$ cat src/design/arplt_pkg.sv
// ----------------------------------------------------------------------------
// ARP learning table package
// Field widths, protocol codes and result codes for the ARP learning table.
// ----------------------------------------------------------------------------
package arplt_pkg;

	// Field widths of one frame summary and of one result.
	localparam int ETYPE_W   = 16;
	localparam int OPCODE_W  = 16;
	localparam int IP_W      = 32;
	localparam int MAC_W     = 48;
	localparam int OUTCOME_W = 3;
	localparam int SLOT_W    = 7;

	// One table row holds the sender IP above the sender MAC.
	localparam int ROW_W = IP_W + MAC_W;

	// Protocol codes.
	localparam logic [ETYPE_W-1:0]  ETYPE_ARP    = 16'h0806;
	localparam logic [OPCODE_W-1:0] OPCODE_REPLY = 16'd2;

	// Result codes.
	localparam logic [OUTCOME_W-1:0] OUT_NOT_ARP   = 3'd0;
	localparam logic [OUTCOME_W-1:0] OUT_NOT_REPLY = 3'd1;
	localparam logic [OUTCOME_W-1:0] OUT_UPDATED   = 3'd2;
	localparam logic [OUTCOME_W-1:0] OUT_INSERTED  = 3'd3;
	localparam logic [OUTCOME_W-1:0] OUT_FULL      = 3'd4;

endpackage

$ cat src/design/arplt_ctrl.sv
// ----------------------------------------------------------------------------
// ARP learning table controller
// Classifies each frame summary; for ARP replies it scans the filled rows for
// the sender IP, updates or inserts a row if it can, and presents the result.
// ----------------------------------------------------------------------------
module arplt_ctrl #(
	parameter int TABLE_ENTRIES = 128,
	parameter int IDX_W         = 7,
	parameter int CNT_W         = 8
) (
	input  logic                            clk,
	input  logic                            arst_n,
	// Frame summary channel.
	input  logic                            in_valid,
	output logic                            in_stall,
	input  logic [arplt_pkg::ETYPE_W-1:0]   eth_type,
	input  logic [arplt_pkg::OPCODE_W-1:0]  arp_opcode,
	input  logic [arplt_pkg::IP_W-1:0]      src_ip,
	input  logic [arplt_pkg::MAC_W-1:0]     src_mac,
	// Result channel.
	output logic                            out_valid,
	input  logic                            out_stall,
	output logic [arplt_pkg::OUTCOME_W-1:0] outcome,
	output logic [arplt_pkg::SLOT_W-1:0]    slot,
	// Table memory ports.
	output logic                            mem_we,
	output logic [IDX_W-1:0]                mem_waddr,
	output logic [arplt_pkg::ROW_W-1:0]     mem_wdata,
	output logic                            mem_re,
	output logic [IDX_W-1:0]                mem_raddr,
	input  logic [arplt_pkg::ROW_W-1:0]     mem_rdata
);

	localparam logic [1:0] ST_IDLE   = 2'd0;
	localparam logic [1:0] ST_SCAN   = 2'd1;
	localparam logic [1:0] ST_FINISH = 2'd2;

	localparam logic [CNT_W-1:0] FULL_COUNT = CNT_W'(TABLE_ENTRIES);

	logic [1:0]                        state_q;
	logic [CNT_W-1:0]                  count_q;
	logic [CNT_W-1:0]                  scan_addr_q;
	logic                              rd_pend_s1;
	logic [IDX_W-1:0]                  rd_idx_s1;
	logic                              match_q;
	logic [IDX_W-1:0]                  match_idx_q;
	logic                              is_reply_q;
	logic [arplt_pkg::OUTCOME_W-1:0]   class_q;
	logic [arplt_pkg::IP_W-1:0]        ip_q;
	logic [arplt_pkg::MAC_W-1:0]       mac_q;
	logic                              out_valid_q;
	logic [arplt_pkg::OUTCOME_W-1:0]   outcome_q;
	logic [arplt_pkg::SLOT_W-1:0]      slot_q;

	logic                              accept;
	logic                              hit;
	logic                              scan_done;
	logic                              load_out;
	logic                              has_room;
	logic [arplt_pkg::IP_W-1:0]        rd_ip;
	logic [arplt_pkg::OUTCOME_W-1:0]   res_outcome;
	logic [IDX_W-1:0]                  res_idx;
	logic [arplt_pkg::SLOT_W+IDX_W-1:0] res_idx_ext;

	// Handshake on the input side: one frame summary at a time.
	assign in_stall = (state_q != ST_IDLE);
	assign accept   = in_valid && !in_stall;

	// Scan read pipeline: issue one row read per cycle, compare in the next cycle.
	assign rd_ip     = mem_rdata[arplt_pkg::ROW_W-1 -: arplt_pkg::IP_W];
	assign hit       = rd_pend_s1 && (rd_ip == ip_q);
	assign mem_re    = (state_q == ST_SCAN) && (scan_addr_q < count_q) && !hit;
	assign mem_raddr = scan_addr_q[IDX_W-1:0];
	assign scan_done = !rd_pend_s1 && (scan_addr_q == count_q);

	// Result of a finished item and the row write that goes with it.
	assign has_room = (count_q != FULL_COUNT);
	assign load_out = (state_q == ST_FINISH) && (!out_valid_q || !out_stall);

	always_comb begin
		res_outcome = class_q;
		res_idx     = '0;
		mem_we      = 1'b0;
		if (is_reply_q) begin
			priority if (match_q) begin
				res_outcome = arplt_pkg::OUT_UPDATED;
				res_idx     = match_idx_q;
				mem_we      = load_out;
			end else if (has_room) begin
				res_outcome = arplt_pkg::OUT_INSERTED;
				res_idx     = count_q[IDX_W-1:0];
				mem_we      = load_out;
			end else begin
				res_outcome = arplt_pkg::OUT_FULL;
			end
		end
	end

	assign res_idx_ext = {{arplt_pkg::SLOT_W{1'b0}}, res_idx};
	assign mem_waddr   = res_idx;
	assign mem_wdata   = {ip_q, mac_q};

	// Sequencer and fill count. Rows are only ever added at the fill count,
	// so rows below it are exactly the valid ones.
	always_ff @(posedge clk or negedge arst_n) begin
		if (!arst_n) begin
			state_q     <= ST_IDLE;
			count_q     <= '0;
			scan_addr_q <= '0;
			rd_pend_s1  <= 1'b0;
			match_q     <= 1'b0;
			is_reply_q  <= 1'b0;
		end else begin
			rd_pend_s1 <= mem_re;
			if (mem_re) begin
				scan_addr_q <= scan_addr_q + CNT_W'(1);
			end
			unique case (state_q)
				ST_IDLE: begin
					if (accept) begin
						scan_addr_q <= '0;
						match_q     <= 1'b0;
						is_reply_q  <= 1'b0;
						if (eth_type != arplt_pkg::ETYPE_ARP ||
						    arp_opcode != arplt_pkg::OPCODE_REPLY) begin
							state_q <= ST_FINISH;
						end else begin
							is_reply_q <= 1'b1;
							state_q    <= ST_SCAN;
						end
					end
				end
				ST_SCAN: begin
					if (hit) begin
						match_q <= 1'b1;
						state_q <= ST_FINISH;
					end else if (scan_done) begin
						state_q <= ST_FINISH;
					end
				end
				ST_FINISH: begin
					if (load_out) begin
						state_q <= ST_IDLE;
						if (is_reply_q && !match_q && has_room) begin
							count_q <= count_q + CNT_W'(1);
						end
					end
				end
				default: begin
					state_q <= ST_IDLE;
				end
			endcase
		end
	end

	// Captured frame fields and scan bookkeeping.
	always_ff @(posedge clk) begin
		if (accept) begin
			ip_q  <= src_ip;
			mac_q <= src_mac;
			if (eth_type != arplt_pkg::ETYPE_ARP) begin
				class_q <= arplt_pkg::OUT_NOT_ARP;
			end else begin
				class_q <= arplt_pkg::OUT_NOT_REPLY;
			end
		end
		if (mem_re) begin
			rd_idx_s1 <= scan_addr_q[IDX_W-1:0];
		end
		if (hit) begin
			match_idx_q <= rd_idx_s1;
		end
	end

	// Output register: holds the result until the transfer completes.
	always_ff @(posedge clk or negedge arst_n) begin
		if (!arst_n) begin
			out_valid_q <= 1'b0;
		end else if (load_out) begin
			out_valid_q <= 1'b1;
		end else if (!out_stall) begin
			out_valid_q <= 1'b0;
		end
	end

	always_ff @(posedge clk) begin
		if (load_out) begin
			outcome_q <= res_outcome;
			slot_q    <= res_idx_ext[arplt_pkg::SLOT_W-1:0];
		end
	end

	assign out_valid = out_valid_q;
	assign outcome   = outcome_q;
	assign slot      = slot_q;

endmodule
$ cat config.mk
export PLATFORM = sky130hd
export DESIGN_NAME = arplt_ctrl
export DESIGN_NICKNAME = d
export VERILOG_FILES = /design/src/design/arplt_pkg.sv /design/src/design/arplt_ctrl.sv
export SDC_FILE = /design/constraint.sdc
export NUM_CORES = 1
export LEC_CHECK = 0
export BUFFER_PORTS_ARGS = -buffer_cell sky130_fd_sc_hd__buf_2
export CAP_MARGIN = 20
export CELL_PAD_IN_SITES_DETAIL_PLACEMENT = 2
export CELL_PAD_IN_SITES_GLOBAL_PLACEMENT = 2
export CORE_ASPECT_RATIO = 0.7
export CORE_MARGIN = 2
export CORE_UTILIZATION = 29
export CTS_CLUSTER_SIZE = 28
export DETAILED_ROUTE_END_ITERATION = 12
export PLACE_DENSITY = 0.93
export SLEW_MARGIN = 25
export SYNTH_ARGS = -nofsm -noshare
export SYNTH_HDL_FRONTEND = slang
export SYNTH_SLANG_ARGS = --single-unit
$ cat constraint.sdc
create_clock -name clk -period 8.35 [get_ports clk]
set_clock_uncertainty 0.05 [all_clocks]
set_input_delay 0.835 -clock clk [delete_from_list [all_inputs] [get_ports clk]]
set_output_delay 0.835 -clock clk [all_outputs]
set_load 0.01 [all_outputs]
Yosys cells after proc, flatten, opt, wreduce, memory -nomap -nowiden:

Cells that the tools add are included.

* register bits after elaboration: 129
* output and inout port bits: 108
* word-level logic and storage cells: 77
* input port bits: 196

* equal/unequal tests: 12
* order comparisons: 1
* reduce and logical (&&, ||, !) cells: 23
* multiplexer cells: 25
* add/sub/neg operators: 2

Operators by type and width (number)
* 32-bit == test: 1
* 8-bit 2-to-1 mux: 3
* 7-bit 2-to-1 mux: 3
* 8-bit by 1-bit adder with 8-bit output (second input constant): 2
* 16-bit by 12-bit inequality test with 1-bit output (second input constant): 1
* 16-bit by 2-bit inequality test with 1-bit output (second input constant): 1
* 2-bit 2-to-1 mux: 5
* 1-bit 2-to-1 mux: 9
* 3-bit 2-to-1 mux: 3
* 3-bit AND reduction: 3
* 8-bit == test: 1
* 1-bit logical AND: 8
* 8-bit < comparator: 1
* 8-bit inequality test (second input constant): 1
* 1-bit zero test: 6
* 2-bit inequality test (second input constant): 3
* 2-bit case mux with 3 select lines: 1
* 2-bit nonzero test: 2
* 3-bit inequality test (second input constant): 1
* 2-bit by 1-bit == test with 1-bit output (second input constant): 1
* 2-bit == test (second input constant): 1
* 2-bit zero test: 1
* 1-bit logical OR: 2
* 2-bit by 1-bit inequality test with 1-bit output (second input constant): 1
* 2 further kinds: 2

Logic depth before layout (Yosys ltp):

Gate-level depths: netlist of the first run.

* word-level depth: 7
* depth in mapped cells: 10

Least setup slack after synthesis of the first run:

Ideal clock, no wire load.

* kind: input port to flip-flop
* from: in in_valid
* to: reg class_q[0] (netlist bit) (enable)
* path slack: 5.250 ns
* arrival time: 2.614 ns
* setup time: 0.437 ns
* path buffers: 0
* data required time: 7.863 ns
* stages on the path: 2
* cells stage by stage: nand2_1 inv_1

* cells in the longest elaborated chain, start to end: 1

Ends and longest elaborated chain
* start, declared: RTL line arplt_ctrl.sv:14 `input logic in_valid,`
* 1-bit logical AND: RTL line arplt_ctrl.sv:67 `assign accept = in_valid && !in_stall;`
* named net accept: RTL line arplt_ctrl.sv:55 `logic accept;`
* end signal, assigned: RTL line arplt_ctrl.sv:162 `class_q <= arplt_pkg::OUT_NOT_ARP;`
* end signal, assigned: RTL line arplt_ctrl.sv:164 `class_q <= arplt_pkg::OUT_NOT_REPLY;`
* end, declared: RTL line arplt_ctrl.sv:48 `logic [arplt_pkg::OUTCOME_W-1:0] class_q;`

The timed path passes the listed nets, and every way through them passes these cells.
A chain may end at the register's enable or synchronous reset.

Final worst setup path of the first run:

* from: reg count_q[2]
* to: out mem_re

* cells in the longest elaborated chain, start to end: 3

Ends and longest elaborated chain
* start, declared: RTL line arplt_ctrl.sv:41 `logic [CNT_W-1:0] count_q;`
* start signal, assigned: RTL line arplt_ctrl.sv:145 `count_q <= count_q + CNT_W'(1);`
* 8-bit < comparator: RTL line arplt_ctrl.sv:72 `assign mem_re = (state_q == ST_SCAN) && (scan_addr_q < count_q) && !hit;`
* 1-bit logical AND (2 in series): RTL line arplt_ctrl.sv:72
* end, declared: RTL line arplt_ctrl.sv:29 `output logic mem_re,`

No other way between the ends.

==> results.py, run 1 <==
metrics = {
    "detailed_routing": {
        "antenna_left": 0,
        "drt_pass1_iterations": 4,
        "vias": 3853,
        "wl_um": 16400,
        "viasPerCell": 4.61,
        "drt_iter0_drc": 113,
        "detail_route.drc_violations": 0,
        "wl_per_cell_um": 19.6,
    },
    "sta": {
        "tns_ns": 0,
        "layout_min_cycle_time_ns": 3.82,
        "whs_ns": 0.350,
        "setup_viol": 0,
        "fmax_mhz": 262,
        "postLayoutSetupSlackWorst_ns": 4.53,
        "tightestPinTransition_ns": 0.928,
        "final-hold-violation-count": 0,
        "finalCritPeriodShare": 0.458,
        "slew_headroom": 0.376,
        "slew_viol_final": 0,
        "rsz0062_at_grt": "no",
    },
    "place": {
        "place_area_um2": 6630,
        "gp_congestion": 0.762,
        "hpwl_um": 13200,
        "portBuffers": 255,
        "placed_cells": 804,
        "post-place-ws_ns": 4.52,
    },
    "outcome": {
        "status": "complete, no violations",
    },
    "cells_and_area": {
        "finalInstanceArea_um2": 7290,
        "area_growth_pct": 41.4,
        "stdcell_count": 836,
        "final_core_util": 0.422,
        "drive_gt1_frac": 0.480,
        "nets": 799,
    },
    "clocking": {
        "cts.sinks": 127,
        "hold_buffers": 0,
        "cts_setup_buffers": 0,
        "cts_tree": "built",
        "numCtsBuffers": 17,
        "cts_htree_levels": 4,
        "clk_latency_ns": 0.41,
        "clk_pin_slew_ns": 0.06,
        "root_buffer": "clkbuf_16",
        "ctsResizeCount": 0,
        "clock_path_buffers": 2,
    },
    "power": {
        "power.leakage_nw": 3.18,
        "peakVddDrop_v": 0.000129,
        "power_density_nw_per_um2": 237,
        "finalPower_mw": 1.73,
    },
    "worst_setup_path": {
        "end_kind": "primary output",
        "cp_data_required_time_ns": 7.47,
        "critPathMaxFanout": 12,
        "worstPathArrival_ns": 2.94,
        "crit_type": "reg -> out",
        "worst_setup_path_start_kind": "flip-flop",
    },
    "logic_synthesis": {
        "async_flop_share": 0.173,
        "syn-instance-count": 331,
        "syn_avg_cell_area_um2": 15.6,
        "yosysUniqueCellTypes": 42,
        "synth_warnings": 0,
        "synth-main-ff-cell": "edfxtp_1",
        "synth_area_um2": 5150,
        "synth.net_count": 538,
        "synth_edf_count": 105,
        "seq_area_frac_synth": 0.719,
        "ys_seq_elements": 127,
    },
    "global_routing": {
        "antenna_found_initial": 1,
        "grt_pass1_wl_um": 24800,
        "grt_overflow": 0,
        "grt_usage": 0.177,
        "grt_pass1_vias": 4449,
        "grt_max_degree": 80,
    },
    "die": {
        "die_w_um": 163,
        "initial_core_util": 0.298,
        "fp.coreArea_um2": 17300,
        "rows": 40,
        "io_pins": 304,
        "dieHeight_um": 116,
        "die-area_um2": 18900,
    },
    "job": {
        "cap_violations": 0,
    },
    "hold_path": {
        "worst_hold_path_type": "in -> async",
    },
}
[cell families (layout without fill, tap and decap cells)]
family,after synthesis,in the layout,share of synthesized area
AOI/OAI and AO/OA,27,27,0.0398
xor gates and xnor gates,39,39,0.0663
adders and majority gates,11,11,0.0267
buffers and inverters,30,303,0.0303
DFF,127,127,0.719
muxes,9,9,0.0177
other,0,1,0
and+or+nand+nor,88,88,0.101
[synthesized netlist by cell type, types with 5 or more instances]
cell | number | share of area
dfrtp_1 | 22 | 0.11
nor2_1 | 6 | 0.0044
nand2_1 | 13 | 0.0095
nor2b_1 | 8 | 0.0097
mux2i_1 | 8 | 0.016
inv_1 | 16 | 0.012
ha_1 | 11 | 0.027
edfxtp_1 | 105 | 0.61
buf_4 | 7 | 0.010
nor3_1 | 6 | 0.0058
xor2_1 | 28 | 0.048
nor4_1 | 16 | 0.019
nand4_1 | 10 | 0.012
nand3_1 | 8 | 0.0078
a21oi_1 | 6 | 0.0058
nor4b_1 | 5 | 0.0085
xnor2_1 | 11 | 0.019
[metal layers]
layer	vias up	share of wire	GRT usage	wire, um
li1	1765	-	-	-
met1	1898	0.39	0.196	6440
met2	176	0.51	0.318	8300
met3	14	0.087	0.0626	1430
met4	0	0.012	0.0619	199
met5	-	0	0	0
[worst max-delay path, stage by stage, from the launching register on]
cell and delay, ns:
dfrtp_1 0.54, inv_1 0.08, ha_1 0.30, a21o_1 0.16
a2bb2oi_1 0.15, a21oi_1 0.09, a211o_1 0.43, nor2_2 0.54
buf_2 0.24
[registers in the layout (all words and copies together) (netlist names), 3 cells and up]
signal       flops
mac_q           48
ip_q            32
count_q          8
scan_addr_q      8
match_idx_q      7
rd_idx_s1        7
slot             7
outcome          3
[cell usage in the layout, fill, tap and decap left out, drive strengths merged, types with 3 or more instances in the layout]
master,n
clkinv,7
nor4,16
o311ai,3
xor2,28
bufinv,6
inv,16
edfxtp,105
mux2i,8
nor2,7
nand2,13
nor4b,6
dfrtp,22
o21ai,3
buf,256
ha,11
a21o,4
o31ai,3
nand3,8
a21oi,6
nand4,10
or4,3
and3,4
xnor2,11
nor3,6
nor2b,8
clkbuf,18
[layout make-up]
type	count	area, um2
multi-input combinational	174	1300
fill	1819	9980
clock inverter	13	218
clock buffer	18	429
antenna	1	2.50
sequential	127	3700
timing repair buffer	256	1290
tap	231	289
inverter	16	61.3
[report_power, final]
part	switching [mW]	internal, mW	total (mW)
combinational	0.0925	0.0612	0.154
clock	0.270	0.555	0.824
sequential	0.0167	0.736	0.752
[worst paths after layout]
check                                           end              startpoint  slack, ns  depth (start not counted)
hold / removal               count_q[5]$_DFFE_PN0P_                  arst_n       0.35                          1
setup reg to reg             rd_idx_s1[2]$_DFFE_PP_  count_q[2]$_DFFE_PN0P_       5.64                          7
min in group clk           match_idx_q[2]$_DFFE_PP_  rd_idx_s1[2]$_DFFE_PP_       0.37                          0
max in group asynchronous  scan_addr_q[5]$_DFF_PN0_                  arst_n       7.54                          1
hold reg to reg            match_idx_q[2]$_DFFE_PP_  rd_idx_s1[2]$_DFFE_PP_       0.37                          0
setup / recovery                             mem_re  count_q[2]$_DFFE_PN0P_       4.53                          8
(Power assumes the default switching activity.)
==> run 2: changes to the inputs <==
--- a/config.mk
+++ b/config.mk
@@ -5,16 +5,17 @@
 export SDC_FILE = /design/constraint.sdc
 export NUM_CORES = 1
 export LEC_CHECK = 0
+export ABC_AREA = 1
 export BUFFER_PORTS_ARGS = -buffer_cell sky130_fd_sc_hd__buf_2
 export CAP_MARGIN = 20
 export CELL_PAD_IN_SITES_DETAIL_PLACEMENT = 2
 export CELL_PAD_IN_SITES_GLOBAL_PLACEMENT = 2
 export CORE_ASPECT_RATIO = 0.7
 export CORE_MARGIN = 2
-export CORE_UTILIZATION = 29
+export CORE_UTILIZATION = 23
 export CTS_CLUSTER_SIZE = 28
 export DETAILED_ROUTE_END_ITERATION = 12
-export PLACE_DENSITY = 0.93
+export PLACE_DENSITY = 0.83
 export SLEW_MARGIN = 25
 export SYNTH_ARGS = -nofsm -noshare
 export SYNTH_HDL_FRONTEND = slang
==> constraint.sdc (replaced) <==
create_clock -name clk -period 3.35 [get_ports clk]
set_clock_uncertainty 0.05 [all_clocks]
set_input_delay 0.335 -clock clk [delete_from_list [all_inputs] [get_ports clk]]
set_output_delay 0.335 -clock clk [all_outputs]
set_load 0.01 [all_outputs]
==> results.py, run 2 <==
metrics = {
    "die": {
        "io_pins": 304,
        "dieHeight_um": 135,
        "rows": 47,
        "initial_core_util": 0.236,
        "die_w_um": 191,
        "fp.coreArea_um2": 23900,
        "die-area_um2": 25800,
    },
    "cells_and_area": {
        "final_cell_mix": "255 x buf_2, 111 x nand2_1, 105 x edfxtp_1",
        "nets": 992,
        "antenna_cells": 0,
        "mostFrequentLayoutCell": "buf_2",
        "largest_register": "mac_q",
        "finalInstanceArea_um2": 7920,
        "largest_reg_flops": 48,
        "reg_top3": "mac_q x48, ip_q x32",
        "drive_gt1_frac": 0.401,
        "area_growth_pct": 40.3,
        "num-fill-cells": 2700,
    },
    "sta": {
        "rsz0062_at_grt": "no",
        "slew_viol_final": 0,
        "layout_min_cycle_time_ns": 3.03,
        "slew_headroom": 0.543,
        "setup_viol": 0,
        "fmax_mhz": 330,
        "tightestPinTransition_ns": 0.685,
        "tns_ns": 0,
        "finalCritPeriodShare": 0.906,
        "final-hold-violation-count": 0,
        "postLayoutSetupSlackWorst_ns": 0.315,
    },
    "logic_synthesis": {
        "yosysMostFrequentCell": "nand2_1",
        "seq_area_frac_synth": 0.656,
        "syn-instance-count": 512,
        "async_flop_share": 0.173,
        "synth_warnings": 0,
        "synth-main-ff-cell": "edfxtp_1",
        "yosysUniqueCellTypes": 35,
        "synth_edf_count": 105,
        "synth.net_count": 719,
        "synth_area_um2": 5640,
        "ys_seq_elements": 127,
        "syn_avg_cell_area_um2": 11.0,
        "synth_top_area_share": 0.559,
        "netlist_top_cells_count": "111 x nand2_1, 105 x edfxtp_1, 80 x inv_1",
        "ys_top_cells_by_area": "edfxtp_1 56%, dfrtp_1 9.8%, nand2_1 7.4%, inv_1 5.3%, ha_1 2.4%",
        "yosys.area.top_type": "edfxtp_1",
    },
    "global_routing": {
        "grt_max_degree": 48,
        "grt_pass1_vias": 5233,
        "use_met1": 0.200,
        "grt_overflow": 0,
        "grt_pass1_wl_um": 29700,
        "use_met2": 0.247,
        "grt_usage": 0.154,
        "busiest_layer": "met2",
        "antenna_found_initial": 0,
        "grt.met3_usage": 0.0473,
    },
    "worst_setup_path": {
        "r2r_start": "count_q[5]$_DFFE_PN0P_",
        "crit_type": "reg -> out",
        "worst_setup_path_start_kind": "flip-flop",
        "cp_num_buf_inv": 3,
        "critPathLaunch": "count_q[5]$_DFFE_PN0P_",
        "crit_path_cell_trace": "inv_1 -> ha_1 -> a21oi_1 -> o21ai_1 -> nor3_4 -> nand2_4 -> clkinvlp_4 -> buf_2",
        "critPathTopFamily": "buffers and inverters",
        "critPathMaxFanout": 11,
        "cp_data_required_time_ns": 2.96,
        "max_stage_delay_ns": 0.40,
        "crit_path_top_delay_cell": "nor3_4",
        "end_kind": "primary output",
        "worstPathArrival_ns": 2.65,
    },
    "clocking": {
        "clock_path_buffers": 2,
        "cts_tree": "built",
        "cts.sinks": 127,
        "root_buffer": "clkbuf_16",
        "clk_latency_ns": 0.43,
        "clk_pin_slew_ns": 0.06,
        "numCtsBuffers": 17,
        "cts_htree_levels": 4,
    },
    "detailed_routing": {
        "wl_per_cell_um": 17.4,
        "wl_um": 19400,
        "drt_pass1_iterations": 4,
        "viasPerCell": 4.24,
        "antenna_left": 0,
        "vias": 4727,
        "detail_route.drc_violations": 0,
        "drt_iter0_drc": 191,
    },
    "outcome": {
        "status": "complete, no violations",
    },
    "hold_path": {
        "hp-start": "src_mac[33]",
        "worst_hold_path_type": "in -> reg",
    },
    "place": {
        "hpwl_um": 15600,
        "portBuffers": 255,
        "place_area_um2": 7270,
        "post-place-ws_ns": 0.649,
        "gp_congestion": 0.800,
    },
    "power": {
        "p_int_mw": 3.10,
        "p_clk_frac": 0.430,
        "power_switching_mw": 1.20,
        "power.leakage_nw": 3.68,
        "sw_frac_of_total": 0.280,
        "combPwrFrac": 0.126,
        "power.share.sequential": 0.444,
        "peakVddDrop_v": 0.000337,
        "power_density_nw_per_um2": 543,
    },
    "job": {
        "cap_violations": 0,
    },
}
==> run 2: changes by cell type after synthesis, sizes merged, moves of 12 or more <==
cell and change:
nand3 +16, xor2 -17, inv +69, o21ai +18, nand2 +105, a21oi +12, nor2 +30
==> run 2: layout make-up <==
type / count / area [um2] / area share
multi-input combinational: 289 / 1550 / 0.196
clock inverter: 15 / 151 / 0.0191
clock buffer: 17 / 425 / 0.0537
sequential: 127 / 3700 / 0.468
timing repair buffer: 265 / 1370 / 0.173
inverter: 85 / 323 / 0.0408
tap: 318 / 398 / 0.0503
==> run 2: power groups by stage <==
stage | registers [mW] | logic, mW | clock network (mW)
3_3_place_gp | 1.93 | 0.515 | 0
5_1_grt | 1.92 | 0.603 | 1.98
6_report | 1.91 | 0.542 | 1.85
3_5_place_dp | 1.94 | 0.543 | 0
4_1_cts | 1.91 | 0.550 | 1.91
2_1_floorplan | 1.98 | 0.199 | 0
==> run 2: per-layer routing <==
metal	wire, um	vias up
met3	1140	17
met2	9100	149
met1	8930	2308
met5	0	-
met4	226	0
li1	-	2253
==> run 2: stage by stage <==
stage / total power, mW / hold WS (ns) / util / instances
5_1_grt: 4.50 / 0.00260 / 0.332 / 1116
2_1_floorplan: 2.18 / -0.0106 / - / 512
3_3_place_gp: 2.45 / 0.298 / 0.305 / 1078
6_report: 4.30 / 0.0297 / 0.332 / 1116
4_1_cts: 4.37 / 0.0000924 / 0.331 / 1116
3_5_place_dp: 2.49 / 0.312 / 0.305 / 1078
==> run 2: path summary, 6_finish.rpt <==
check	to	slack [ns]	depth (start not counted)
max	mem_re	0.32	8
min	mac_q[33]$_DFFE_PP_	0.03	1
max reg2reg	rd_idx_s1[3]$_DFFE_PP_	0.94	7
min reg2reg	match_idx_q[2]$_DFFE_PP_	0.38	0
max in group asynchronous	scan_addr_q[3]$_DFF_PN0_	2.50	2
min in group asynchronous	count_q[2]$_DFFE_PN0P_	0.38	2
==> run 2: repair_timing <==
item / 4_1_cts / 5_1_grt
hold buffers: 6 / 0
resized for setup: 0 / 1
setup buffers: 0 / 0
hold endpoints to repair: 27 / 0
endpoints found under the setup margin: 0 / 1
==> run 2: kinds of logic (layout without fill, tap and decap cells) <==
kind of cell / after synthesis / in the layout / share of synthesized area
buffers and inverters: 96 / 382 / 0.0707
adders and majority gates: 11 / 11 / 0.0244
AOI/OAI and AO/OA: 44 / 44 / 0.0459
and+or+nand+nor: 215 / 215 / 0.173
DFF: 127 / 127 / 0.656
xor gates and xnor gates: 19 / 19 / 0.0295
==> run 3: changes to the inputs <==
--- a/config.mk
+++ b/config.mk
@@ -12,10 +12,11 @@
 export CELL_PAD_IN_SITES_GLOBAL_PLACEMENT = 2
 export CORE_ASPECT_RATIO = 0.7
 export CORE_MARGIN = 2
-export CORE_UTILIZATION = 23
+export CORE_UTILIZATION = 24
+export CTS_BUF_LIST = sky130_fd_sc_hd__clkbuf_8
 export CTS_CLUSTER_SIZE = 28
 export DETAILED_ROUTE_END_ITERATION = 12
-export PLACE_DENSITY = 0.83
+export PLACE_DENSITY = 0.86
 export SLEW_MARGIN = 25
 export SYNTH_ARGS = -nofsm -noshare
 export SYNTH_HDL_FRONTEND = slang
==> results.py, run 3 (synthesis gave the netlist of run 2 again) <==
metrics = {
    "global_routing": {
        "grt_overflow": 0,
        "grt_usage": 0.187,
        "grt_max_degree": 41,
        "grt_pass1_wl_um": 34800,
        "grt_pass1_vias": 5897,
        "antenna_found_initial": 0,
    },
    "detailed_routing": {
        "wl_per_cell_um": 19.4,
        "viasPerCell": 4.33,
        "wl_um": 23000,
        "vias": 5128,
        "antenna_left": 0,
        "drt_pass1_iterations": 4,
        "detail_route.drc_violations": 0,
        "drt_iter0_drc": 197,
    },
    "place": {
        "hpwl_um": 16200,
        "gp_congestion": 0.789,
        "portBuffers": 255,
        "placed_cells": 1072,
        "post-place-ws_ns": 0.659,
        "place_area_um2": 7290,
    },
    "sta": {
        "slew_headroom": 0.458,
        "setup_viol": 0,
        "rsz0062_at_grt": "no",
        "final-hold-violation-count": 0,
        "slew_viol_final": 0,
        "finalCritPeriodShare": 0.891,
        "fmax_mhz": 335,
        "tightestPinTransition_ns": 0.811,
        "tns_ns": 0,
        "whs_ns": 0.109,
        "layout_min_cycle_time_ns": 2.99,
        "postLayoutSetupSlackWorst_ns": 0.364,
    },
    "cells_and_area": {
        "mostFrequentLayoutCell": "buf_2",
        "largest_register": "mac_q",
        "nets": 1067,
        "reg_top3": "mac_q x48, ip_q x32",
        "final_cell_mix": "255 x buf_2, 111 x nand2_1, 105 x edfxtp_1",
        "stdcell_count": 1185,
        "final_core_util": 0.371,
        "area_growth_pct": 50.1,
        "largest_reg_flops": 48,
        "drive_gt1_frac": 0.361,
        "antenna_cells": 0,
        "finalInstanceArea_um2": 8470,
    },
    "die": {
        "die_w_um": 187,
        "rows": 46,
        "io_pins": 304,
        "die-area_um2": 24800,
        "dieHeight_um": 132,
        "initial_core_util": 0.247,
        "fp.coreArea_um2": 22800,
    },
    "clocking": {
        "cts_tree": "built",
        "clk_latency_ns": 0.45,
        "cts.sinks": 127,
        "root_buffer": "clkbuf_8",
        "numCtsBuffers": 17,
        "cts_htree_levels": 4,
        "clk_pin_slew_ns": 0.09,
        "clock_path_buffers": 2,
        "cts_setup_buffers": 0,
    },
    "hold_path": {
        "worst_hold_path_type": "in -> reg",
    },
    "worst_setup_path": {
        "cp_data_required_time_ns": 2.96,
        "end_kind": "primary output",
        "regToRegSetupSlack_ns": 1.02,
        "worstPathArrival_ns": 2.60,
        "worst_setup_path_start_kind": "flip-flop",
        "critPathMaxFanout": 11,
        "crit_type": "reg -> out",
    },
    "power": {
        "peakVddDrop_v": 0.000267,
        "p_int_mw": 2.76,
        "power_switching_mw": 1.10,
        "power.share.sequential": 0.496,
        "power_density_nw_per_um2": 455,
        "power.leakage_nw": 3.91,
        "finalPower_mw": 3.86,
        "sw_frac_of_total": 0.286,
        "p_clk_frac": 0.339,
        "combPwrFrac": 0.165,
    },
    "job": {
        "cap_violations": 0,
    },
    "outcome": {
        "status": "complete, no violations",
    },
}
==> run 3: changes by cell type in the layout (fill, tap and decap cells not counted), moves of 3 or more <==
cell           delta
clkinv_1          +3
inv_6             -6
clkbuf_8         +17
clkbuf_16        -17
dlygate4sd3_1    +75
clkinv_2          +3
==> run 3: cell type report <==
| cell class | instances | area [um2] |
|---|---|---|
| Clock buffer | 17 | 234 |
| Tap cell | 312 | 390 |
| Sequential cell | 127 | 3700 |
| Multi-Input combinational cell | 289 | 1550 |
| Timing Repair Buffer | 340 | 2140 |
| Clock inverter | 15 | 130 |
| Inverter | 85 | 323 |
| Fill cell | 2540 | 14400 |
==> run 3: worst max-delay path, cell delays in order, from the launching register on <==
cell        delay [ns]
dfrtp_1           0.39
inv_1             0.20
ha_1              0.29
a21oi_1           0.17
o21ai_1           0.12
nor3_4            0.39
nand2_4           0.21
clkinvlp_4        0.22
buf_2             0.16
==> run 3: final timing paths <==
kind                                         from                       end  depth (start not counted)
min reg2reg                rd_idx_s1[5]$_DFFE_PP_  match_idx_q[5]$_DFFE_PP_                          0
min                                     out_stall     out_valid$_DFFE_PN0P_                          3
max                        count_q[5]$_DFFE_PN0P_                    mem_re                          8
min in group asynchronous                  arst_n  scan_addr_q[6]$_DFF_PN0_                          2
max reg2reg                count_q[5]$_DFFE_PN0P_    rd_idx_s1[3]$_DFFE_PP_                          7
max in group asynchronous                  arst_n  scan_addr_q[7]$_DFF_PN0_                          2
==> run 3: timing repair <==
action,4_1_cts,5_1_grt
endpoints found under the hold margin,101,1
resized for setup,0,1
setup endpoints to repair,0,1
hold buffers,80,1
==> run 3: power by group through the flow <==
stage	combinational [mW]	sequential (mW)	clock, mW
2_1_floorplan	0.199	1.98	0
3_3_place_gp	0.519	1.93	0
3_5_place_dp	0.556	1.94	0
4_1_cts	0.632	1.91	1.34
5_1_grt	0.699	1.93	1.41
6_report	0.636	1.91	1.31
==> run 3: per-layer routing <==
layer / vias up / routed length (um) / global-route usage
li1: 2403 / - / -
met1: 2539 / 9450 / 0.215
met2: 160 / 11900 / 0.341
met3: 26 / 1240 / 0.0500
met4: 0 / 359 / 0.0564
met5: - / 0 / 0
